**src/rtl/core/sfao_pkg.sv**
```systemverilog
`default_nettype none
package sfao_pkg;

   localparam int ANGLE_BITS_DEF      = 16;
   localparam int ATAN_ITERATIONS_DEF = 16;
   localparam int ATAN_TABLE_LEN      = 24;

   localparam logic [2:0] REG_RESISTANCE     = 3'd0;
   localparam logic [2:0] REG_INDUCTANCE     = 3'd1;
   localparam logic [2:0] REG_SAMPLE_PERIOD  = 3'd2;
   localparam logic [2:0] REG_ADAPT_GAIN     = 3'd3;
   localparam logic [2:0] REG_LIMIT_MAX      = 3'd4;
   localparam logic [2:0] REG_LIMIT_MIN      = 3'd5;
   localparam logic [2:0] REG_CENTERING_MODE = 3'd6;
   localparam logic [2:0] REG_CENTERING_GAIN = 3'd7;

   localparam logic [1:0] MODE_NONE      = 2'd0;
   localparam logic [1:0] MODE_NONLINEAR = 2'd1;
   localparam logic [1:0] MODE_CLAMP     = 2'd2;

   localparam int DIGIT = 4;   // bits of the serial multiplier operand per cycle

   typedef struct packed {
      logic [15:0] resistance;
      logic [15:0] inductance;
      logic [15:0] sample_period;
      logic [15:0] adapt_gain;
      logic [15:0] limit_max;
      logic [15:0] limit_min;
      logic [1:0]  centering_mode;
      logic [15:0] centering_gain;
   } cfg_type;

   // handshake between sequencer and the shared serial multiplier
   typedef struct packed {
      logic start;
      logic busy;
   } mul_ctl_type;

   function automatic logic [31:0] atan_turn(input logic [4:0] k);
      logic [31:0] t;
      begin
         unique case (k)
            5'd0:  t = 32'h20000000;
            5'd1:  t = 32'h12E4051E;
            5'd2:  t = 32'h09FB385B;
            5'd3:  t = 32'h051111D4;
            5'd4:  t = 32'h028B0D43;
            5'd5:  t = 32'h0145D7E1;
            5'd6:  t = 32'h00A2F61E;
            5'd7:  t = 32'h00517C55;
            5'd8:  t = 32'h0028BE53;
            5'd9:  t = 32'h00145F2F;
            5'd10: t = 32'h000A2F98;
            5'd11: t = 32'h000517CC;
            5'd12: t = 32'h00028BE6;
            5'd13: t = 32'h000145F3;
            5'd14: t = 32'h0000A2FA;
            5'd15: t = 32'h0000517D;
            5'd16: t = 32'h000028BE;
            5'd17: t = 32'h0000145F;
            5'd18: t = 32'h00000A30;
            5'd19: t = 32'h00000518;
            5'd20: t = 32'h0000028C;
            5'd21: t = 32'h00000146;
            5'd22: t = 32'h000000A3;
            5'd23: t = 32'h00000051;
            default: t = 32'h0;
         endcase
         return t;
      end
   endfunction

endpackage
`default_nettype wire

```
**src/rtl/core/sfao_mul.sv**
```systemverilog
`default_nettype none
// Signed 40 x signed 34 multiplier, multiplier operand taken a digit per cycle.
module sfao_mul (
   input  wire logic                clock,
   input  wire logic                reset,
   input  wire sfao_pkg::mul_ctl_type ctl_in,
   input  wire logic signed [39:0]  a,
   input  wire logic signed [33:0]  b,
   output logic                     done,
   output logic signed [73:0]       product
);
   localparam int D     = sfao_pkg::DIGIT;
   localparam int STEPS = 36 / D;

   logic signed [73:0] acc_ff, acc_in;
   logic signed [73:0] mcand_ff, mcand_in;
   logic [35:0]        mplier_ff, mplier_in;
   logic [3:0]         cnt_ff, cnt_in;
   logic               run_ff, run_in;
   logic               done_ff, done_in;
   logic signed [73:0] partial;
   logic               last;

   assign last = (cnt_ff == 4'(STEPS - 1));

   always_comb begin
      // top digit carries the sign of the multiplier
      if (last)
         partial = mcand_ff * $signed({{70{mplier_ff[D-1]}}, mplier_ff[D-1:0]});
      else
         partial = mcand_ff * $signed({70'd0, mplier_ff[D-1:0]});
   end

   always_comb begin
      acc_in    = acc_ff;
      mcand_in  = mcand_ff;
      mplier_in = mplier_ff;
      cnt_in    = cnt_ff;
      run_in    = run_ff;
      done_in   = 1'b0;
      if (ctl_in.start) begin
         acc_in    = '0;
         mcand_in  = 74'(a);
         mplier_in = 36'(b);
         cnt_in    = '0;
         run_in    = 1'b1;
      end else if (run_ff) begin
         acc_in    = acc_ff + partial;
         mcand_in  = mcand_ff <<< D;
         mplier_in = mplier_ff >> D;
         cnt_in    = cnt_ff + 4'd1;
         if (last) begin
            run_in  = 1'b0;
            done_in = 1'b1;
         end
      end
   end

   always_ff @(posedge clock) begin
      if (reset) begin
         run_ff  <= 1'b0;
         done_ff <= 1'b0;
         cnt_ff  <= '0;
      end else begin
         run_ff  <= run_in;
         done_ff <= done_in;
         cnt_ff  <= cnt_in;
      end
      acc_ff    <= acc_in;
      mcand_ff  <= mcand_in;
      mplier_ff <= mplier_in;
   end

   assign done    = done_ff;
   assign product = acc_ff;
endmodule
`default_nettype wire

```
**config.mk**
```make
export PLATFORM = sky130hd
export DESIGN_NAME = sfao_mul
export DESIGN_NICKNAME = d
export VERILOG_FILES = /design/src/rtl/core/sfao_pkg.sv /design/src/rtl/core/sfao_mul.sv
export SDC_FILE = /design/constraint.sdc
export NUM_CORES = 2
export LEC_CHECK = 0
export BUFFER_PORTS_ARGS = -buffer_cell sky130_fd_sc_hd__buf_2
export CAP_MARGIN = 5
export CORE_AREA = 2 2 178 311
export DETAILED_ROUTE_END_ITERATION = 7
export DIE_AREA = 0 0 180 313
export PLACE_DENSITY_LB_ADDON = 0.1
export SLEW_MARGIN = 20
export SYNTH_ARGS = -nofsm -noshare
export SYNTH_HDL_FRONTEND = slang
export SYNTH_SLANG_ARGS = --single-unit
```
**constraint.sdc**
```tcl
create_clock -name clock -period 8.3 [get_ports clock]
set_clock_uncertainty 0.1 [all_clocks]
set_input_delay 0.83 -clock clock [delete_from_list [all_inputs] [get_ports clock]]
set_output_delay 0.83 -clock clock [all_outputs]
set_load 0.03 [all_outputs]
```
==> summary.txt <==
Status
  – Status: finished clean

Yosys
  – Synth warn: 0
  – Post-Syn Area: 31400 um2
  – Sequential fraction of the synthesis area: 15.43%
  – Area contributors post-synth: fa_1 (18%), ha_1 (14%), edfxtp_1 (10%), inv_1 (5.9%), dfxtp_1 (5.1%)
  – FF+latch count, synth: 188
  – Net Count, Synth: 4499
  – Gate Count Post-Synth: 3775
  – Post-synth EDFFs: 108
  – Prevailing post-synth register cell: edfxtp_1
  – Area leader, netlist: fa_1
  – Netlist cell types: 94
  – Post-synth ARST share: 0%
  – Area share of the largest cell type after synthesis: 18.05%
  – Avg Cell Area, Syn: 8.317 um2

CTS
  – CTS tree: yes
  – H-tree Lvls: 4
  – Clock sinks: 188
  – Total CTS buffers: 17
  – Clock Tree Buf Depth: 2
  – Clk_lat worst skew: 520 ps
  – Reg clk slew, reported paths: 90 ps
  – Root buffer cell: clkbuf_16
  – # hold bufs at CTS: 0

Setup path
  – CP Capture Type: register
  – Worst-path maximum fanout: 9
  – Cell family with the largest share of critical-path delay: adder cells
  – Critical path's most frequent cell: buf_4
  – Reg2reg setup slack: 190 ps
  – Crit path kind: reg -> reg
  – Crit-path slowest cell: fa_1
  – Arrival time at the worst endpoint: 8420 ps
  – Critical Path Start Type: register
  – WP data required: 8610 ps
  – Max stage delay on crit path: 550 ps
  – Bufs and invs on worst path: 8

Routing
  – Vias: 28860
  – Met2 Wirelength: 55.10 mm
  – Top sig layer: met5
  – # DRC: 0
  – Wirelength, routed: 104.8 mm
  – DR iter-0 viols: 1368
  – Router iterations before antenna repair: 5
  – WL met1: 32.35 mm
  – DR WL met3: 4.469 mm
  – WL/cell: 21.85 um
  – Via-per-instance ratio: 6.018
  – Routed Antenna Nets: 0

Final layout
  – Final design utilization: 66.53%
  – Nets: 4815
  – FF/Latch Area: 4846 um2
  – Final Cell Area: 35840 um2
  – Layout Cells excl Fill: 4796
  – Multi-input gate area: 24380 um2
  – Layout area overhead: 14.16%
  – FILL cells: 4778
  – Share of post-route cells with drive strength above 1: 15.98%

Place
  – Cell Area, Placed: 34690 um2
  – Placed cells: 4746
  – Dpl ws: -92.89 ps
  – Final HPWL DP: 85.38 mm
  – PortBufs: 151
  – Placer congestion estimate: 1.044

Pwr
  – Leak Pwr: 18.45 nW
  – Overall Power: 14.37 mW
  – Peak VDD IR: 0.0002297 V
  – Power per cell area: 400.9 nW/um2

GRT
  – First-pass GRT wire length: 157.7 mm
  – Largest net degree at the start of global routing: 70
  – Initial antenna violation count: 5
  – Vias in the first global route: 30140
  – Total track usage: 36.15%
  – Total congestion overflow: 0

Timing
  – Final Cycle Share: 97.69%
  – Worst hold slack: 386.6 ps
  – Final min period: 8108 ps
  – Pins Over Slew Limit: 0
  – Hold Violations, Final: 0
  – Worst Slack Setup Final: 191.5 ps
  – Achievable Freq: 123.3 MHz
  – Final Setup Violations: 0
  – RSZ-0062 raised after global routing: yes
  – Worst-margin pin slew: 1006 ps
  – Slew HR: 32.92%
  – Setup TNS: 0 ps

Die
  – Die X: 180 um
  – Initial core utilization: 58.28%
  – FP Rows: 113
  – Core area: 53870 um2
  – Die area: 56340 um2
  – # IOs: 153
  – Die Span Y: 313 um

Flow run
  – MaxCap Viol Count: 0

Worst hold path
  – Hold WC Path Type: reg -> reg
-- timing repair --
item                       4_1_cts  5_1_grt
setup buffers                    0       11
pin swaps                        0       23
setup endpoints to repair        3       24
cloned                           0        5
gates resized for setup          4       71
-- synthesized netlist by cell type (53+ instances only) --
| library cell | count |
|---|---|
| xor2_1 | 84 |
| nand4_1 | 57 |
| mux2_2 | 64 |
| o21ai_0 | 174 |
| nor2_1 | 303 |
| nand2_1 | 330 |
| edfxtp_1 | 108 |
| fa_1 | 283 |
| xnor2_1 | 132 |
| clkbuf_1 | 123 |
| o21bai_1 | 53 |
| inv_1 | 491 |
| a21o_1 | 146 |
| and2_1 | 183 |
| a21oi_1 | 291 |
| ha_1 | 363 |
| dfxtp_1 | 80 |
-- worst paths after layout --
| path | start | depth (start not counted) | to |
|---|---|---|---|
| max reg2reg | mplier_ff[2] | 36 | product[73] |
| min | product[67] | 2 | product[67] |
| min reg2reg | product[67] | 2 | product[67] |
| max | mplier_ff[2] | 36 | product[73] |
-- tightest hold or removal path, stage by stage, from the launching register on --
cell     delay [ps]
dfxtp_1         340
nand2_1          60
o21ai_1          50
-- final cells by class --
cell class	count	area share, %
Antenna cell	2	0.01396
Clock buffer	17	1.187
Clock inverter	15	0.5167
Inverter	492	5.174
Multi-Input combinational cell	2930	68.02
Sequential cell	188	13.52
Tap cell	690	2.409
Timing Repair Buffer	462	9.164
-- layout by cell type, fill, tap and decap left out, types with 64 or more instances in the layout --
cell and instances:
o21ai_0 159, buf_2 150, fa_1 282, and2_1 183, a21oi_1 287, nor2_1 301
mux2_2 64, xnor2_1 132, nand2_1 328, a21o_1 146, inv_1 490, xor2_1 84
edfxtp_1 108, ha_1 354, dfxtp_1 79, buf_4 298
-- power breakdown --
| part | internal [mW] | switching, mW |
|---|---|---|
| sequential | 1.17 | 0.228 |
| clock | 0.422 | 0.486 |
| combinational | 4.96 | 7.10 |
-- sequential cells by signal, indices dropped and copies added, names as in the netlist --
register / cells
mcand_ff: 74
product: 74
mplier_ff: 34
cnt_ff: 4
done: 1
run_ff: 1
-- logic make-up after synthesis --
kind of cell,synth area share (%)
xor gates and xnor gates,6.026
buffers and inverters,7.963
adders and majority gates,32.51
and+or+nand+nor,16.15
DFF,15.43
AOI/OAI and AO/OA,18.17
muxes,3.746
-- routing by layer --
layer  up-vias  track usage (%)
li1      13450                -
met5         -                0
met3       527            4.705
met4         4            36.10
met2       998            67.39
met1     13890            32.73
Note: power is estimated with default switching activity, not from simulation.
