**src/rtl/core/sfao_pkg.sv**
```systemverilog
`default_nettype none
package sfao_pkg;

   localparam int ANGLE_BITS_DEF      = 16;
   localparam int ATAN_ITERATIONS_DEF = 16;
   localparam int ATAN_TABLE_LEN      = 24;

   localparam logic [2:0] REG_RESISTANCE     = 3'd0;
   localparam logic [2:0] REG_INDUCTANCE     = 3'd1;
   localparam logic [2:0] REG_SAMPLE_PERIOD  = 3'd2;
   localparam logic [2:0] REG_ADAPT_GAIN     = 3'd3;
   localparam logic [2:0] REG_LIMIT_MAX      = 3'd4;
   localparam logic [2:0] REG_LIMIT_MIN      = 3'd5;
   localparam logic [2:0] REG_CENTERING_MODE = 3'd6;
   localparam logic [2:0] REG_CENTERING_GAIN = 3'd7;

   localparam logic [1:0] MODE_NONE      = 2'd0;
   localparam logic [1:0] MODE_NONLINEAR = 2'd1;
   localparam logic [1:0] MODE_CLAMP     = 2'd2;

   localparam int DIGIT = 4;   // bits of the serial multiplier operand per cycle

   typedef struct packed {
      logic [15:0] resistance;
      logic [15:0] inductance;
      logic [15:0] sample_period;
      logic [15:0] adapt_gain;
      logic [15:0] limit_max;
      logic [15:0] limit_min;
      logic [1:0]  centering_mode;
      logic [15:0] centering_gain;
   } cfg_type;

   // handshake between sequencer and the shared serial multiplier
   typedef struct packed {
      logic start;
      logic busy;
   } mul_ctl_type;

   function automatic logic [31:0] atan_turn(input logic [4:0] k);
      logic [31:0] t;
      begin
         unique case (k)
            5'd0:  t = 32'h20000000;
            5'd1:  t = 32'h12E4051E;
            5'd2:  t = 32'h09FB385B;
            5'd3:  t = 32'h051111D4;
            5'd4:  t = 32'h028B0D43;
            5'd5:  t = 32'h0145D7E1;
            5'd6:  t = 32'h00A2F61E;
            5'd7:  t = 32'h00517C55;
            5'd8:  t = 32'h0028BE53;
            5'd9:  t = 32'h00145F2F;
            5'd10: t = 32'h000A2F98;
            5'd11: t = 32'h000517CC;
            5'd12: t = 32'h00028BE6;
            5'd13: t = 32'h000145F3;
            5'd14: t = 32'h0000A2FA;
            5'd15: t = 32'h0000517D;
            5'd16: t = 32'h000028BE;
            5'd17: t = 32'h0000145F;
            5'd18: t = 32'h00000A30;
            5'd19: t = 32'h00000518;
            5'd20: t = 32'h0000028C;
            5'd21: t = 32'h00000146;
            5'd22: t = 32'h000000A3;
            5'd23: t = 32'h00000051;
            default: t = 32'h0;
         endcase
         return t;
      end
   endfunction

endpackage
`default_nettype wire

```
**src/rtl/core/sfao_seq.sv**
```systemverilog
`default_nettype none
// Step sequencer: each product goes through the shared serial multiplier.
module sfao_seq (
   input  wire logic                 clock,
   input  wire logic                 reset,
   input  wire sfao_pkg::cfg_type    cfg,
   input  wire logic                 go,
   input  wire logic signed [15:0]   va, vb, ia, ib,
   output logic                      finished,
   output logic signed [31:0]        flux_a,
   output logic signed [31:0]        flux_b,
   output logic [15:0]               limit,
   output sfao_pkg::mul_ctl_type     mul_ctl,
   output logic signed [39:0]        mul_a,
   output logic signed [33:0]        mul_b,
   input  wire logic                 mul_done,
   input  wire logic signed [73:0]   mul_p
);
   typedef enum logic [14:0] {
      S_IDLE = 15'b000000000000001,
      S_SQA  = 15'b000000000000010,
      S_SQB  = 15'b000000000000100,
      S_LSQ  = 15'b000000000001000,
      S_ADP  = 15'b000000000010000,
      S_RI   = 15'b000000000100000,
      S_TS   = 15'b000000001000000,
      S_LI   = 15'b000000010000000,
      S_AXS  = 15'b000000100000000,
      S_CSA  = 15'b000001000000000,
      S_CSB  = 15'b000010000000000,
      S_EA   = 15'b000100000000000,
      S_GA   = 15'b001000000000000,
      S_FIN  = 15'b010000000000000,
      S_LSQ2 = 15'b100000000000000
   } state_type;

   state_type           st_ff, st_in;
   logic                issued_ff, issued_in;
   logic                axis_ff, axis_in;   // 0 alpha, 1 beta
   logic signed [31:0]  fa_ff, fa_in, fb_ff, fb_in;
   logic [15:0]         lim_ff, lim_in;
   logic signed [15:0]  pia_ff, pia_in, pib_ff, pib_in;
   logic signed [73:0]  t0_ff, t0_in, t1_ff, t1_in;   // scratch
   logic signed [39:0]  ea_ff, ea_in;                // e rounded
   logic                done_ff, done_in;

   logic signed [15:0]  cur_v, cur_i, cur_pi;
   logic signed [31:0]  cur_f;
   logic signed [73:0]  rnd, nl, sum;
   logic signed [31:0]  cl;
   logic signed [33:0]  clp;

   assign cur_v  = axis_ff ? vb : va;
   assign cur_i  = axis_ff ? ib : ia;
   assign cur_pi = axis_ff ? pib_ff : pia_ff;
   assign cur_f  = axis_ff ? fb_ff : fa_ff;

   function automatic logic signed [73:0] sat(input logic signed [73:0] x);
      if (x > 74'sh7FFFFFFF) return 74'sh7FFFFFFF;
      if (x < -74'sh80000000) return -74'sh80000000;
      return x;
   endfunction

   always_comb begin
      st_in = st_ff; issued_in = issued_ff; axis_in = axis_ff;
      fa_in = fa_ff; fb_in = fb_ff; lim_in = lim_ff;
      pia_in = pia_ff; pib_in = pib_ff;
      t0_in = t0_ff; t1_in = t1_ff; ea_in = ea_ff; done_in = 1'b0;
      mul_ctl = '0; mul_a = '0; mul_b = '0;
      rnd = '0; nl = '0; sum = '0;
      clp = $signed({3'b000, lim_ff, 15'd0});
      cl  = 32'(clp);
      if (st_ff != S_IDLE && st_ff != S_FIN && st_ff != S_AXS && !issued_ff) begin
         mul_ctl.start = 1'b1;
         issued_in     = 1'b1;
      end
      unique case (st_ff)
         S_IDLE: if (go) begin st_in = S_SQA; issued_in = 1'b0; axis_in = 1'b0; end
         S_SQA: begin
            mul_a = 40'(fa_ff); mul_b = 34'(fa_ff);
            if (mul_done) begin t0_in = mul_p; st_in = S_SQB; issued_in = 1'b0; end
         end
         S_SQB: begin
            mul_a = 40'(fb_ff); mul_b = 34'(fb_ff);
            if (mul_done) begin
               // |f|^2 in Q30
               t0_in = (t0_ff + mul_p) >>> 30;
               issued_in = 1'b0;
               st_in = (axis_ff) ? S_LSQ2 : S_LSQ;
            end
         end
         S_LSQ: begin
            mul_a = $signed({24'd0, lim_ff}); mul_b = $signed({18'd0, lim_ff});
            if (mul_done) begin t1_in = t0_ff - mul_p; st_in = S_ADP; issued_in = 1'b0; end
         end
         S_ADP: begin
            mul_a = 40'(t1_ff); mul_b = $signed({18'd0, cfg.adapt_gain});
            if (mul_done) begin
               rnd = (mul_p + (74'sd1 <<< 30)) >>> 31;
               nl  = $signed({58'd0, lim_ff}) + rnd;
               if (nl > $signed({58'd0, cfg.limit_max})) nl = $signed({58'd0, cfg.limit_max});
               if (nl < $signed({58'd0, cfg.limit_min})) nl = $signed({58'd0, cfg.limit_min});
               lim_in = 16'(nl);
               st_in = S_RI; issued_in = 1'b0; axis_in = 1'b0;
            end
         end
         S_RI: begin
            mul_a = $signed({24'd0, cfg.resistance}); mul_b = 34'(cur_i);
            if (mul_done) begin
               t0_in = $signed({{46{cur_v[15]}}, cur_v, 12'd0}) - mul_p;
               st_in = S_TS; issued_in = 1'b0;
            end
         end
         S_TS: begin
            mul_a = 40'(t0_ff); mul_b = $signed({18'd0, cfg.sample_period});
            if (mul_done) begin t1_in = (mul_p + 74'sd32) >>> 6; st_in = S_LI; issued_in = 1'b0; end
         end
         S_LI: begin
            mul_a = $signed({24'd0, cfg.inductance});
            mul_b = 34'(17'(cur_i) - 17'(cur_pi));
            if (mul_done) begin
               sum = sat(74'(cur_f) + t1_ff - (mul_p <<< 6));
               if (axis_ff) begin fb_in = 32'(sum); pib_in = ib; end
               else         begin fa_in = 32'(sum); pia_in = ia; end
               issued_in = 1'b0;
               if (!axis_ff) begin axis_in = 1'b1; st_in = S_RI; end
               else st_in = S_AXS;
            end
         end
         S_AXS: begin
            issued_in = 1'b1;
            axis_in = 1'b0;
            if (cfg.centering_mode == sfao_pkg::MODE_CLAMP) begin
               if (fa_ff > cl) fa_in = cl; else if (fa_ff < -cl) fa_in = -cl;
               if (fb_ff > cl) fb_in = cl; else if (fb_ff < -cl) fb_in = -cl;
               st_in = S_FIN;
            end else if (cfg.centering_mode == sfao_pkg::MODE_NONLINEAR) begin
               st_in = S_CSA; issued_in = 1'b0;
            end else st_in = S_FIN;
         end
         S_CSA: begin
            mul_a = 40'(fa_ff); mul_b = 34'(fa_ff);
            if (mul_done) begin t0_in = mul_p; st_in = S_CSB; issued_in = 1'b0; end
         end
         S_CSB: begin
            mul_a = 40'(fb_ff); mul_b = 34'(fb_ff);
            if (mul_done) begin
               t0_in = (t0_ff + mul_p) >>> 30;
               st_in = S_LSQ2; axis_in = 1'b1; issued_in = 1'b0;
            end
         end
         S_LSQ2: begin
            mul_a = $signed({24'd0, lim_ff}); mul_b = $signed({18'd0, lim_ff});
            if (mul_done) begin
               ea_in = 40'((mul_p - t0_ff + 74'sd16384) >>> 15);
               st_in = S_EA; axis_in = 1'b0; issued_in = 1'b0;
            end
         end
         S_EA: begin
            mul_a = ea_ff; mul_b = 34'(cur_f);
            if (mul_done) begin
               t1_in = (mul_p + 74'sd16384) >>> 15;
               st_in = S_GA; issued_in = 1'b0;
            end
         end
         S_GA: begin
            mul_a = 40'(t1_ff); mul_b = $signed({18'd0, cfg.centering_gain});
            if (mul_done) begin
               sum = sat(74'(cur_f) + ((mul_p + 74'sd32768) >>> 16));
               if (axis_ff) begin fb_in = 32'(sum); st_in = S_FIN; end
               else begin fa_in = 32'(sum); axis_in = 1'b1; st_in = S_EA; end
               issued_in = 1'b0;
            end
         end
         S_FIN: begin done_in = 1'b1; st_in = S_IDLE; issued_in = 1'b0; end
         default: st_in = S_IDLE;
      endcase
   end

   // S_EA for beta reads no alpha value, so no uncentered alpha is held aside
   // (beta term uses fb_ff, alpha already updated but only fb_ff is read)

   always_ff @(posedge clock) begin
      if (reset) begin
         st_ff <= S_IDLE; issued_ff <= 1'b0; done_ff <= 1'b0;
         fa_ff <= '0; fb_ff <= '0; lim_ff <= '0; pia_ff <= '0; pib_ff <= '0;
         axis_ff <= 1'b0;
      end else begin
         st_ff <= st_in; issued_ff <= issued_in; done_ff <= done_in;
         fa_ff <= fa_in; fb_ff <= fb_in; lim_ff <= lim_in;
         pia_ff <= pia_in; pib_ff <= pib_in; axis_ff <= axis_in;
      end
      t0_ff <= t0_in; t1_ff <= t1_in; ea_ff <= ea_in;
   end

   assign finished = done_ff;
   assign flux_a   = fa_ff;
   assign flux_b   = fb_ff;
   assign limit    = lim_ff;
endmodule
`default_nettype wire

```
**config.mk**
```make
export PLATFORM = sky130hd
export DESIGN_NAME = sfao_seq
export DESIGN_NICKNAME = d
export VERILOG_FILES = /design/src/rtl/core/sfao_pkg.sv /design/src/rtl/core/sfao_seq.sv
export SDC_FILE = /design/constraint.sdc
export NUM_CORES = 2
export LEC_CHECK = 0
export BUFFER_PORTS_ARGS = -buffer_cell sky130_fd_sc_hd__buf_2
export CAP_MARGIN = 20
export CORE_ASPECT_RATIO = 1.1
export CORE_UTILIZATION = 38
export DETAILED_ROUTE_END_ITERATION = 8
export GPL_ROUTABILITY_DRIVEN = 0
export RECOVER_POWER = 50
export SYNTH_ARGS = -nofsm -noshare
export SYNTH_HDL_FRONTEND = slang
export SYNTH_SLANG_ARGS = --single-unit
```
**constraint.sdc**
```tcl
create_clock -name clock -period 8.5 [get_ports clock]
set_clock_uncertainty 0.15 [all_clocks]
set_input_delay 0.85 -clock clock [delete_from_list [all_inputs] [get_ports clock]]
set_output_delay 0.85 -clock clock [all_outputs]
set_load 0.03 [all_outputs]
```
==> flow_summary.json <==
{
  "arrival_ns": 8.75,
  "die_area_um2": 128000,
  "async_flop_share_pct": 0,
  "place_area_um2": 53900,
  "synth-edff-count": 188,
  "dp_hpwl_um": 195000,
  "ant_nets": 0,
  "htree_levels": 2,
  "chipHeight_um": 375,
  "areaGrowthSynthToFinish_pct": 15.3,
  "critical_path_class": "register to register",
  "power_frac_seq_pct": 25.7,
  "worstPathMaxFanout": 25,
  "yosysWarnings": 0,
  "ctsHoldBuffers": 0,
  "coreArea_um2": 125000,
  "dp.cells": 8314,
  "cts_tree": "done",
  "syn_inst": 6201,
  "cts_buffer_depth": 3,
  "rows": 136,
  "drive_gt1_share_pct": 13.9,
  "slew_headroom_pct": -129,
  "yosys-top-cells-area": "ha_1, edfxtp_1, xnor2_1",
  "synth_fp_nets": 7116,
  "ir_drop_v": 0.000143,
  "wl_um": 241000,
  "hold_viol": 0,
  "clkLatencyLatePin_ns": 0.66,
  "yosys.area.top_type_share_pct": 15.3,
  "setup_viol": 0,
  "finish.utilization_pct": 44.3,
  "grt_pass1_wl_um": 342000,
  "yosys_register_bits": 318,
  "worst_hold_path_type": "register to register",
  "ios": 413,
  "wl_per_cell_um": 28.7,
  "status": "finished, violations left",
  "slew_viol_final": 418,
  "netlist_area_um2": 48100,
  "n_fill_cell": 12900,
  "synth.avg_cell_area_um2": 7.76,
  "yosysSeqAreaShare_pct": 17.1,
  "io_buffers": 411,
  "cts_root_buf": "clkbuf_16",
  "maxCapViolCount": 11,
  "p_sw_share_pct": 43.6,
  "vias_per_cell": 6.41,
  "startpoint_type": "register",
  "stdcell_area_um2": 55500,
  "drc_errors": 9,
  "period_share_pct": 99.2,
  "grt_pass1_vias": 50200,
  "p_clk_share_pct": 26.9,
  "required_ns": 8.81,
  "first_pass_iters": 9,
  "leakagePower_nw": 23.9,
  "intPower_w": 0.00409,
  "synth.most_common_cell": "ha_1",
  "p_sw_w": 0.00316,
  "endpoint_kind": "register",
  "die_x_um": 341,
  "cts.clk_slew.worst_paths_ns": 0.06,
  "grt_max_degree": 103,
  "cts_buffers": 43,
  "synth_ff_type": "edfxtp_1",
  "violations": "DRC, capacitance limit, slew limit",
  "powerDensity_nw_per_um2": 131,
  "layout.cells.non_filler": 8425,
  "yosysTopAreaCell": "ha_1",
  "drt_iter0_markers": 7125,
  "fmax_mhz": 119,
  "nNetsFinal": 7630,
  "max_slew.worst_pin.slew_ns": 3.43,
  "post-route-min-period_ns": 8.43,
  "r2r_slack_ns": 0.07,
  "yosysUniqueCellTypes": 94,
  "track_usage_pct": 36.1,
  "power_frac_comb_pct": 47.4,
  "netlist_top_cells_count": "ha_1, nand2_1, xnor2_1",
  "grt-ovfl-total": 0,
  "antenna_found_initial": 44,
  "initial_utilization_pct": 38.4,
  "numClockSinks": 318,
  "route.vias.total": 54000
}
-- power by group through the flow --
stage	registers [W]	clock network [W]	logic, W
6_report	0.00187	0.00195	0.00344
5_1_grt	0.00187	0.00199	0.00363
4_1_cts	0.00186	0.00194	0.00329
3_5_place_dp	0.00189	0	0.00327
3_3_place_gp	0.00189	0	0.00324
2_1_floorplan	0.00187	0	0.00211
-- placed cells by master, fill, tap and decap left out, types with 27 or more instances in the layout --
cell type and instances:
buf_2 334, a221oi_1 27, a31oi_1 78, a222oi_1 68
a211oi_1 80, nor2_1 466, nand4_1 128, dfxtp_1 129
nand3_1 157, clkinv_1 32, or2_2 32, and3_1 65
mux2i_1 38, xnor2_1 474, o211ai_1 52, or4_1 30
a21oi_1 468, nor3_1 148, clkbuf_16 43, inv_1 339
nor4_1 49, mux2_2 64, or3_1 54, o21ai_0 320
clkbuf_1 101, edfxtp_1 188, ha_1 585, xor2_1 126
and2_1 48, o21bai_1 98, nand2b_1 59, buf_4 335
o21a_1 73, nand2_1 544, a22oi_1 100, nor2b_1 73
o221ai_1 31, fa_1 71, a21o_1 209
-- metrics by stage --
stage          total power [W]  setup slack (ns)  hold WS, ns  setup TNS (ns)
2_1_floorplan          0.00398            0.0122        0.278               0
3_3_place_gp           0.00513            -0.703        0.287          -10.20
3_5_place_dp           0.00516            -0.709        0.294          -10.21
4_1_cts                0.00709            0.0472        0.293               0
5_1_grt                0.00748           -0.0910        0.303          -0.194
6_report               0.00725            0.0651        0.301               0
-- layer usage --
layer  vias up  wire [um]  GRT usage [%]
met3      1097      27100           8.79
met1     25400      86800           42.2
met5         -         93              0
li1      23800          -              -
met2      3682     101000           54.5
met4        12      26400           32.6
-- final cells by class --
class,count,area [um^2],share of cell area [%]
Timing Repair Buffer,778,4730,8.51
Tap cell,1656,2070,3.73
Sequential cell,318,8250,14.9
Inverter,368,1380,2.49
Clock buffer,55,1170,2.11
Clock inverter,22,265,0.478
Multi-Input combinational cell,5206,37600,67.7
Antenna cell,22,55.1,0.0992
-- worst max-delay path, stage by stage (launching register included) --
cell and delay (ns):
dfxtp_4 0.63, mux2i_1 0.29, buf_4 0.21, inv_2 0.07, fa_1 0.44, ha_1 0.51
nand4_1 0.22, nor4_1 0.41, buf_4 0.21, nand3_1 0.06, o22ai_1 0.62, o21ai_0 0.29
nand2_1 0.23, mux2_2 0.36, or4_1 0.54, nor4_1 0.50, nand4_1 0.18, or4b_1 0.60
nor4_1 0.40, a21oi_2 0.36, a2111oi_0 0.62, buf_4 0.24, a211oi_1 0.07
-- timing repair --
item                                    CTS  global route
endpoints found under the setup margin   14            18
resized for setup                         3            59
buffers inserted                          0            11
pin swaps                                 1            29
-- registers in the layout (all words and copies together), names as in the netlist --
name       count
axis_ff        1
ea_ff         40
finished       1
flux_a        32
flux_b        32
issued_ff      1
limit         16
pia_ff        16
pib_ff        16
st_ff         15
t0_ff         74
t1_ff         74
-- cell families (layout without fill, tap and decap cells) --
group	Yosys count	count (layout)	synth area share, %
other	1	23	0.00779
muxes	104	104	2.34
adders and majority gates	659	659	18.2
and+or+nand+nor	1976	1976	20.1
buffers and inverters	677	1223	5.37
xor gates and xnor gates	603	603	11.0
DFF	318	318	17.1
AOI/OAI and AO/OA	1863	1863	25.8
-- path summary, 6_finish.rpt --
| path | cells past startpoint | end | from |
|---|---|---|---|
| max | 22 | flux_b[13]$_SDFFE_PP0P_ | axis_ff$_SDFFE_PP0P_ |
| min | 2 | pia_ff[13]$_SDFFE_PP0P_ | pia_ff[13]$_SDFFE_PP0P_ |
| max reg2reg | 22 | flux_b[13]$_SDFFE_PP0P_ | axis_ff$_SDFFE_PP0P_ |
| min reg2reg | 2 | pia_ff[13]$_SDFFE_PP0P_ | pia_ff[13]$_SDFFE_PP0P_ |
Power figures use the tool's default switching activity.
