`src/rtl/core/sfao_pkg.sv`:
```
`default_nettype none
package sfao_pkg;

   localparam int ANGLE_BITS_DEF      = 16;
   localparam int ATAN_ITERATIONS_DEF = 16;
   localparam int ATAN_TABLE_LEN      = 24;

   localparam logic [2:0] REG_RESISTANCE     = 3'd0;
   localparam logic [2:0] REG_INDUCTANCE     = 3'd1;
   localparam logic [2:0] REG_SAMPLE_PERIOD  = 3'd2;
   localparam logic [2:0] REG_ADAPT_GAIN     = 3'd3;
   localparam logic [2:0] REG_LIMIT_MAX      = 3'd4;
   localparam logic [2:0] REG_LIMIT_MIN      = 3'd5;
   localparam logic [2:0] REG_CENTERING_MODE = 3'd6;
   localparam logic [2:0] REG_CENTERING_GAIN = 3'd7;

   localparam logic [1:0] MODE_NONE      = 2'd0;
   localparam logic [1:0] MODE_NONLINEAR = 2'd1;
   localparam logic [1:0] MODE_CLAMP     = 2'd2;

   localparam int DIGIT = 4;   // bits of the serial multiplier operand per cycle

   typedef struct packed {
      logic [15:0] resistance;
      logic [15:0] inductance;
      logic [15:0] sample_period;
      logic [15:0] adapt_gain;
      logic [15:0] limit_max;
      logic [15:0] limit_min;
      logic [1:0]  centering_mode;
      logic [15:0] centering_gain;
   } cfg_type;

   // handshake between sequencer and the shared serial multiplier
   typedef struct packed {
      logic start;
      logic busy;
   } mul_ctl_type;

   function automatic logic [31:0] atan_turn(input logic [4:0] k);
      logic [31:0] t;
      begin
         unique case (k)
            5'd0:  t = 32'h20000000;
            5'd1:  t = 32'h12E4051E;
            5'd2:  t = 32'h09FB385B;
            5'd3:  t = 32'h051111D4;
            5'd4:  t = 32'h028B0D43;
            5'd5:  t = 32'h0145D7E1;
            5'd6:  t = 32'h00A2F61E;
            5'd7:  t = 32'h00517C55;
            5'd8:  t = 32'h0028BE53;
            5'd9:  t = 32'h00145F2F;
            5'd10: t = 32'h000A2F98;
            5'd11: t = 32'h000517CC;
            5'd12: t = 32'h00028BE6;
            5'd13: t = 32'h000145F3;
            5'd14: t = 32'h0000A2FA;
            5'd15: t = 32'h0000517D;
            5'd16: t = 32'h000028BE;
            5'd17: t = 32'h0000145F;
            5'd18: t = 32'h00000A30;
            5'd19: t = 32'h00000518;
            5'd20: t = 32'h0000028C;
            5'd21: t = 32'h00000146;
            5'd22: t = 32'h000000A3;
            5'd23: t = 32'h00000051;
            default: t = 32'h0;
         endcase
         return t;
      end
   endfunction

endpackage
`default_nettype wire

```
`src/rtl/core/sfao_cordic.sv`:
```
`default_nettype none
// Vectoring CORDIC, one iteration per cycle.
module sfao_cordic #(
   parameter int ANGLE_BITS      = sfao_pkg::ANGLE_BITS_DEF,
   parameter int ATAN_ITERATIONS = sfao_pkg::ATAN_ITERATIONS_DEF
) (
   input  wire logic               clock,
   input  wire logic               reset,
   input  wire logic               start,
   input  wire logic signed [31:0] fa,
   input  wire logic signed [31:0] fb,
   output logic                    done,
   output logic [15:0]             angle
);
   localparam int ITERS = (ATAN_ITERATIONS < sfao_pkg::ATAN_TABLE_LEN)
                          ? ATAN_ITERATIONS : sfao_pkg::ATAN_TABLE_LEN;

   logic signed [35:0] x_ff, x_in, y_ff, y_in;
   logic [31:0]        z_ff, z_in;
   logic [4:0]         k_ff, k_in;
   logic               run_ff, run_in, done_ff, done_in;
   logic               zero_ff, zero_in;
   logic signed [35:0] dx, dy;
   logic [31:0]        zr;

   assign dx = y_ff >>> k_ff;
   assign dy = x_ff >>> k_ff;

   always_comb begin
      x_in = x_ff; y_in = y_ff; z_in = z_ff; k_in = k_ff;
      run_in = run_ff; done_in = 1'b0; zero_in = zero_ff;
      if (start) begin
         zero_in = (fa == 32'sd0) && (fb == 32'sd0);
         k_in    = '0;
         run_in  = 1'b1;
         if (fa < 0) begin
            x_in = -36'(fa); y_in = -36'(fb); z_in = 32'h80000000;
         end else begin
            x_in = 36'(fa);  y_in = 36'(fb);  z_in = '0;
         end
      end else if (run_ff) begin
         if (y_ff >= 0) begin
            x_in = x_ff + dx; y_in = y_ff - dy; z_in = z_ff + sfao_pkg::atan_turn(k_ff);
         end else begin
            x_in = x_ff - dx; y_in = y_ff + dy; z_in = z_ff - sfao_pkg::atan_turn(k_ff);
         end
         k_in = k_ff + 5'd1;
         if (k_ff == 5'(ITERS - 1)) begin
            run_in  = 1'b0;
            done_in = 1'b1;
         end
      end
   end

   always_ff @(posedge clock) begin
      if (reset) begin
         run_ff  <= 1'b0;
         done_ff <= 1'b0;
      end else begin
         run_ff  <= run_in;
         done_ff <= done_in;
      end
      x_ff <= x_in; y_ff <= y_in; z_ff <= z_in; k_ff <= k_in; zero_ff <= zero_in;
   end

   always_comb begin
      zr = (z_ff + (32'd1 << (31 - ANGLE_BITS))) >> (32 - ANGLE_BITS);
      angle = zero_ff ? 16'd0 : 16'(zr << (16 - ANGLE_BITS));
   end
   assign done = done_ff;
endmodule
`default_nettype wire

```
`config.mk`:
```
export PLATFORM = sky130hd
export DESIGN_NAME = sfao_cordic
export DESIGN_NICKNAME = d
export VERILOG_FILES = /design/src/rtl/core/sfao_pkg.sv /design/src/rtl/core/sfao_cordic.sv
export SDC_FILE = /design/constraint.sdc
export NUM_CORES = 1
export LEC_CHECK = 0
export BUFFER_PORTS_ARGS = -buffer_cell sky130_fd_sc_hd__buf_2
export CAP_MARGIN = 0
export CELL_PAD_IN_SITES_DETAIL_PLACEMENT = 1
export CELL_PAD_IN_SITES_GLOBAL_PLACEMENT = 1
export CORE_MARGIN = 2
export CORE_UTILIZATION = 43
export CTS_CLUSTER_SIZE = 12
export DETAILED_ROUTE_END_ITERATION = 16
export GPL_ROUTABILITY_DRIVEN = 0
export PLACE_DENSITY = 0.76
export SYNTH_ARGS = -nofsm -noshare
export SYNTH_HDL_FRONTEND = slang
export SYNTH_SLANG_ARGS = --single-unit
```
`constraint.sdc`:
```
create_clock -name clock -period 9.9 [get_ports clock]
set_clock_uncertainty 0.1 [all_clocks]
set_input_delay 0 -clock clock [delete_from_list [all_inputs] [get_ports clock]]
set_output_delay 0 -clock clock [all_outputs]
set_load 0.1 [all_outputs]
```
==> results of run 1 <==
kinds of logic after synthesis:
family | Yosys count | share of synthesized area (%)
flops | 142 | 19.6
simple gates | 734 | 18.1
compound gates | 752 | 24.8
buf+inv | 194 | 4.46
fa+ha+maj | 119 | 7.60
mux | 190 | 15.4
xor+xnor | 229 | 10.1
final cells by class:
type	instances	area, um2
Tap cell	600	751
Sequential cell	142	3910
Clock buffer	21	503
Clock inverter	11	87.6
Multi-Input combinational cell	2024	15100
Inverter	56	210
Fill cell	5410	23500
Timing Repair Buffer	184	1380
Yosys cell counts (44+ instances only):
master / n
nor3_1: 45
nand2_1: 211
mux2i_1: 60
nand3_1: 54
nor2_1: 189
mux2_2: 44
ha_1: 116
xnor2_1: 156
clkbuf_1: 75
a21o_1: 55
xor2_1: 73
mux4_2: 75
inv_1: 52
a21oi_1: 163
o21ai_0: 198
edfxtp_1: 105
metal layers:
layer	vias to the layer above	track usage (%)	wire, um
li1	9126	-	-
met1	10091	39.3	30600
met2	869	52.2	35400
met3	225	6.31	5500
met4	2	14.4	3450
met5	-	0.625	44
stage by stage:
| step | cell area [um2] | worst slack, ns | hold slack (ns) |
|---|---|---|---|
| finish | 21900 | 2.46 | 0.0726 |
| global route | 21900 | 2.02 | 0.122 |
| CTS | 21900 | 2.63 | 0.0737 |
| detailed placement | 20500 | 2.62 | 0.0943 |
| global placement | 20500 | 2.85 | 0.0830 |
| floorplan | 19900 | 3.42 | -0.0276 |
worst reg2reg max path: cells and delay by family, from the launching register on:
kind | cells | cell delay [ns]
flops | 1 | 0.73
simple gates | 6 | 1.43
xor+xnor | 1 | 0.15
mux | 1 | 0.43
compound gates | 11 | 2.60
buf+inv | 3 | 1.13
fa+ha+maj | 2 | 0.60
layout by cell type (no fill, tap or decap), drive strengths merged, types with 27 or more instances in the layout:
cell type and count:
a211oi 32, a21o 55, a21oi 163, buf 103, dfxtp 37, dlygate4sd3 81
edfxtp 105, ha 116, inv 62, mux2 45, mux2i 60, mux4 85
nand2 211, nand2b 41, nand3 54, nor2 190, nor2b 29, nor3 48
o211ai 27, o21ai 200, o31ai 39, xnor2 156, xor2 73
timing repair:
item                                   in CTS  in global routing
endpoints found under the hold margin      67                  0
hold buffers                               81                  0
setup endpoints to repair                   0                  0
worst min path at each step:
stage                     depth (start not counted)                 end  slack, ns   from
after detailed placement                          2   run_ff$_SDFF_PP0_       0.09  reset
after CTS                                         2  x_ff[27]$_DFFE_PP_       0.07  start
after global routing                              3   run_ff$_SDFF_PP0_       0.12  reset
final                                             2  x_ff[27]$_DFFE_PP_       0.07  start
after global placement                            2   run_ff$_SDFF_PP0_       0.08  reset
after floorplan                                   1   run_ff$_SDFF_PP0_      -0.03  reset
==> results.cfg, run 1 <==
[timing]
fin_crit_sh_pct = 75.2
final-setup-viol-count = 0
hold_viol_final = 0
maxSlewViolCount = 0
period_needed_ns = 7.44
fmax_ghz = 0.134
rsz0062_at_grt = no
relSlewSlack_pct = 13.5
fin_setup_tns_ns = 0
worst_pin_slew_ns = 1.28

[critical_path]
r2r-end = x_ff[35]$_DFFE_PP_
path_cells = buf_4 > inv_1 > buf_4 > mux2i_1 > o21ai_0 > o21bai_1 > ha_1 > o211ai_1 > nand4bb_1 > or3b_4 > nand2b_1 > o31ai_1 > xnor2_1 > nor2_1 > ha_1 > o211ai_1 > nand2_1 > and3_1 > a311o_1 > a221oi_1 > a31oi_1 > o21ai_0 > a211o_1 > a21oi_1
critPathBufInv = 3
critPathKind = reg2reg
cp.required_ns = 10.02
crit_path_start_kind = register
reg2reg_depth = 24
worst_ep_arrival_time_ns = 7.56
max_stage_delay_ns = 0.73
critPathTopFamily = compound AO/OA/AOI/OAI gates
cp-end-kind = register
r2r_slack_ns = 2.46
crit_end = x_ff[35]$_DFFE_PP_
slowest_stage = dfxtp_2
r2r-start = k_ff[2]$_SDFFE_PP0P_
crit_start = k_ff[2]$_SDFFE_PP0P_
path_depth = 24
crit_fanout = 54

[synth]
async_flop_share_pct = 0
yosys.area.top_type = edfxtp_1
synth_nets = 2546
synthFlopType = edfxtp_1
syn_area_mm2 = 0.0199
syn-mean-instance-area_um2 = 8.43
ys_ff_latch = 142
synth_edf_count = 105
yosysWarnings = 0
yosysSeqAreaShare_pct = 19.6
syn-instance-count = 2360
ys_top_cells_by_area = edfxtp_1 (16%), mux4_2 (8.5%), ha_1 (7.3%), xnor2_1 (6.9%), o21ai_0 (5.0%)
synth_top_area_share_pct = 15.9
synth.distinct_cells = 97

[cts]
clkLatencyLatePin_ns = 0.50
cts_buffers = 17
cts_tree = built
cts_setup_buffers = 0
cts_buffer_depth = 2
root_buffer = clkbuf_16
h-tree-depth = 4
clkTransAtPathRegs_ns = 0.07
clkSinkCount = 142
cts_resized = 0

[floorplan]
io-pin-count = 84
core_mm2 = 0.0455
die_height_um = 219
die_area_mm2 = 0.0480
die-width_um = 219
start_util_pct = 43.7
rows = 78

[hold_path]
hold_class = in2reg

[place]
dpl.cell_count = 2925
io_buffers = 83
hpwl_um = 55400

[routing]
viasPerCell = 6.69
num_vias = 20313
wl_per_cell_um = 24.7
wl_um = 75000
drt-initial-drc-count = 1941
drc = 0
dr.pass1.iters = 6
detail-route-antenna-nets = 0

[global_routing]
gr-total-overflow = 0
grt_max_degree = 81
grt_use_total_pct = 31.5
grt_pass1_vias = 20585
grt_pass1_wl_um = 118000
antenna_found_initial = 0

[layout]
fin_nets = 2611
final_cells = 3038
syn_to_final_growth_pct = 10.4
antenna_cells = 0
fin_util_pct = 48.3
drive_above_1_share_pct = 12.7

[run_status]
status = completed

[job]
max-cap-violations = 0
Power of run 1 is left out: the tool's default activity adds up to more than one toggle a clock period on the data nets, which glitch-free logic cannot reach.
==> run 2: changes to the inputs <==
- clock period: 9.9 -> 7.3 ns (I/O delays scaled with it)
==> results.cfg, run 2 (same netlist as run 1, synthesis figures left out) <==
[run_status]
status = completed

[cts]
clkSinkCount = 142
h-tree-depth = 4
clkLatencyLatePin_ns = 0.50
root_buffer = clkbuf_16
clkTransAtPathRegs_ns = 0.06
cts_buffer_depth = 2
cts_tree = built
cts_buffers = 17

[floorplan]
core_mm2 = 0.0455
io-pin-count = 84
die-width_um = 219
die_height_um = 219
start_util_pct = 43.7
die_area_mm2 = 0.0480
rows = 78

[critical_path]
reg2reg_depth = 22
critPathKind = reg2reg
max_stage_delay_ns = 0.68
crit_fanout = 28
critPathMostFrequentCell = buf_4
crit_path_start_kind = register
worst_ep_arrival_time_ns = 6.95
path_cells = buf_4 > buf_4 > mux4_2 > a32o_1 > nor3_1 > buf_4 > nand4b_1 > nor3_2 > inv_1 > o41a_1 > xor2_1 > ha_1 > nand4_1 > nor2_1 > a221o_1 > a31oi_1 > o21ai_0 > a21o_1 > nand2_1 > o21ai_0 > xnor2_1 > a21oi_1
slowest_stage = dfxtp_4
cp-end-kind = register
r2r-end = y_ff[29]$_DFFE_PP_
r2r_slack_ns = 0.47
cp.required_ns = 7.42
r2r-start = k_ff[0]$_SDFFE_PP0P_

[routing]
drc = 0
viasPerCell = 6.73
num_vias = 20656
wl_um = 77600
detail-route-antenna-nets = 0
wl_per_cell_um = 25.3
dr.pass1.iters = 6
drt-initial-drc-count = 1798

[timing]
maxSlewViolCount = 0
period_needed_ns = 6.83
worst_pin_slew_ns = 1.20
final-setup-viol-count = 0
fmax_ghz = 0.146
rsz0062_at_grt = no
fin_crit_sh_pct = 93.5
fin_setup_tns_ns = 0
hold_viol_final = 0
relSlewSlack_pct = 19.1

[layout]
syn_to_final_growth_pct = 11.7
antenna_cells = 0
fin_nets = 2643
final_cell_mix = nand2_1 (211), o21ai_0 (198), nor2_1 (189)
fin_util_pct = 48.8
drive_above_1_share_pct = 13.6
final_common_cell = nand2_1

[place]
io_buffers = 83
hpwl_um = 56700

[global_routing]
gr-total-overflow = 0
grt_use_total_pct = 32.4
antenna_found_initial = 0
grt_pass1_wl_um = 121000
grt_pass1_vias = 21065
grt_max_degree = 86

[hold_path]
hold_class = in2reg
min_from = reset
hold_depth = 3
holdPathEnd = run_ff$_SDFF_PP0_

[job]
max-cap-violations = 0
-- run 2: critical path: cells and delay by family (launching register included) --
kind | cells | cell delay [ns]
AND/OR/NAND/NOR | 6 | 1.47
XOR/XNOR | 2 | 0.34
buffers and inverters | 4 | 0.89
adder cells (fa/ha/maj) | 1 | 0.36
flip-flops | 1 | 0.68
multiplexers | 1 | 0.53
AO/OA/AOI/OAI | 8 | 2.17
-- run 2: metrics by stage --
| step | area [um2] | std cells | setup WS (ns) | hold slack, ns |
|---|---|---|---|---|
| 2_1_floorplan | 19900 | 2360 | 0.817 | -0.0276 |
| 3_3_place_gp | 20800 | 2951 | 0.578 | 0.0831 |
| 3_5_place_dp | 20800 | 2951 | 0.413 | 0.0893 |
| 4_1_cts | 22200 | 3068 | 0.328 | 0.0926 |
| 5_1_grt | 22200 | 3070 | 0.154 | 0.138 |
| 6_report | 22200 | 3070 | 0.472 | 0.119 |
-- run 2: metal layers --
metal	wire length [um]	part of all wire (%)	track usage, %
met5	0	0	0
met4	3770	4.9	15.4
met3	6460	8.3	5.95
met2	36600	47	54.2
met1	30700	40	40.2
-- run 2: worst max path at each step --
stage	startpoint	endpoint	slack, ns	cells after the start
after floorplan	k_ff[4]$_SDFFE_PP0P_	x_ff[35]$_DFFE_PP_	0.82	27
after global placement	k_ff[0]$_SDFFE_PP0P_	y_ff[33]$_DFFE_PP_	0.58	22
after detailed placement	k_ff[1]$_SDFFE_PP0P_	x_ff[35]$_DFFE_PP_	0.41	21
after CTS	k_ff[1]$_SDFFE_PP0P_	x_ff[35]$_DFFE_PP_	0.33	21
after global routing	k_ff[0]$_SDFFE_PP0P_	y_ff[31]$_DFFE_PP_	0.15	22
final	k_ff[0]$_SDFFE_PP0P_	y_ff[29]$_DFFE_PP_	0.47	22
-- run 2: layout make-up --
cell class | instances | area, um2
Inverter | 56 | 210
Fill cell | 5431 | 23300
Multi-Input combinational cell | 2024 | 15100
Clock buffer | 23 | 488
Tap cell | 600 | 751
Clock inverter | 9 | 56.3
Sequential cell | 142 | 3910
Timing Repair Buffer | 216 | 1680
-- run 2: timing repair --
item | 4_1_cts | 5_1_grt
buffers inserted | 0 | 2
endpoints found under the hold margin | 70 | 0
hold buffers | 85 | 0
endpoints found under the setup margin | 0 | 11
resized for setup | 0 | 1
Power of run 2 is left out for the same reason.
==> run 3: changes to the inputs <==
- clock period: 7.3 -> 7.1 ns (I/O delays scaled with it)
==> results.cfg, run 3 (same netlist as run 1, synthesis figures left out) <==
[global_routing]
grt_use_total_pct = 32.0
grt_pass1_vias = 21192
gr-total-overflow = 0
grt_pass1_wl_um = 119000
antenna_found_initial = 2
grt_max_degree = 104

[timing]
period_needed_ns = 6.71
fmax_ghz = 0.149
worst_pin_slew_ns = 1.23
hold_viol_final = 0
fin_setup_tns_ns = 0
fin_crit_sh_pct = 94.5
final-setup-viol-count = 0
maxSlewViolCount = 0
rsz0062_at_grt = no
relSlewSlack_pct = 16.9
whs_ns = 0.0258

[routing]
drc = 0
viasPerCell = 6.74
wl_um = 77500
wl_per_cell_um = 25.2
num_vias = 20727
drt-initial-drc-count = 2139
dr.pass1.iters = 7
detail-route-antenna-nets = 0

[run_status]
status = completed

[critical_path]
r2r-end = y_ff[29]$_DFFE_PP_
worst_ep_arrival_time_ns = 6.84
cp.required_ns = 7.23
r2r_slack_ns = 0.39
critPathKind = reg2reg
reg2reg_depth = 21
r2r-start = k_ff[2]$_SDFFE_PP0P_
crit_fanout = 28
crit_path_start_kind = register
cp-end-kind = register

[cts]
h-tree-depth = 4
root_buffer = clkbuf_16
clkSinkCount = 142
clkLatencyLatePin_ns = 0.50
clkTransAtPathRegs_ns = 0.07
cts_tree = built
cts_buffer_depth = 2
cts_buffers = 17

[layout]
fin_nets = 2648
final_common_cell = nand2_1
final_cell_mix = nand2_1 (211), o21ai_0 (198), nor2_1 (189)
fillers = 5450
drive_above_1_share_pct = 13.8
syn_to_final_growth_pct = 12.1
final_cells = 3076

[floorplan]
core_mm2 = 0.0455
start_util_pct = 43.7
die-width_um = 219
die_height_um = 219
die_area_mm2 = 0.0480
io-pin-count = 84
rows = 78

[place]
io_buffers = 83
dpl.cell_count = 2956
hpwl_um = 57000

[hold_path]
min_from = start
hold_class = in2reg
hold_depth = 1
holdPathEnd = zero_ff$_DFFE_PP_

[job]
max-cap-violations = 0
## run 3: routing by layer
metal / part of all wire (%) / wire length (um) / vias to the layer above / track usage, %
met4: 5.2 / 4030 / 2 / 17.2
met2: 46 / 35800 / 1047 / 53.0
met3: 8.6 / 6690 / 276 / 6.15
met5: 0.015 / 12 / - / 0.104
li1: - / - / 9200 / -
met1: 40 / 30900 / 10202 / 39.2
## run 3: worst max-delay path, cell delays in order (launching register included)
cell and delay [ns]:
dfxtp_2 0.76, buf_4 0.37, nor2b_1 0.20, a222oi_1 0.52, o22ai_1 0.18, nor3_1 0.31
buf_4 0.20, nand4b_1 0.24, or3_1 0.44, o21ai_0 0.24, xnor2_1 0.13, ha_1 0.41
nand4_1 0.14, nor2_1 0.22, a221o_1 0.18, a31oi_1 0.06, o21ai_0 0.65, a21o_1 0.28
nand2_1 0.09, o21ai_0 0.40, xnor2_1 0.17, a21oi_1 0.08
## run 3: area by class of cell
class                           count  area, um2  area share, %
Antenna cell                        1       2.50         0.0112
Clock buffer                       23        502           2.25
Clock inverter                      9       71.3          0.320
Inverter                           56        210          0.943
Multi-Input combinational cell   2024      15100           67.8
Sequential cell                   142       3910           17.5
Tap cell                          600        751           3.37
Timing Repair Buffer              221       1740           7.78
## run 3: metrics by stage
stage          setup WS (ns)  area [um2]  utilization, %
4_1_cts                0.218       22200            48.9
3_3_place_gp           0.519       20800            45.8
5_1_grt               0.0687       22300            49.0
2_1_floorplan          0.617       19900               -
3_5_place_dp           0.236       20800            45.8
6_report               0.388       22300            49.0
## run 3: how the worst max path moves through the flow
stage	from	to	slack, ns	depth (start not counted)
after CTS	k_ff[1]$_SDFFE_PP0P_	x_ff[35]$_DFFE_PP_	0.22	22
final	k_ff[2]$_SDFFE_PP0P_	y_ff[29]$_DFFE_PP_	0.39	21
after floorplan	k_ff[4]$_SDFFE_PP0P_	x_ff[35]$_DFFE_PP_	0.62	27
after global routing	k_ff[2]$_SDFFE_PP0P_	x_ff[23]$_DFFE_PP_	0.07	21
after global placement	k_ff[0]$_SDFFE_PP0P_	x_ff[35]$_DFFE_PP_	0.52	22
after detailed placement	k_ff[1]$_SDFFE_PP0P_	x_ff[35]$_DFFE_PP_	0.24	21
## run 3: what timing repair did
action                                 CTS  global route
setup endpoints to repair                0            14
buffers inserted                         0             3
endpoints found under the hold margin   68             0
gates resized for setup                  0             2
hold buffers                            84             0
Power of run 3 is left out for the same reason.
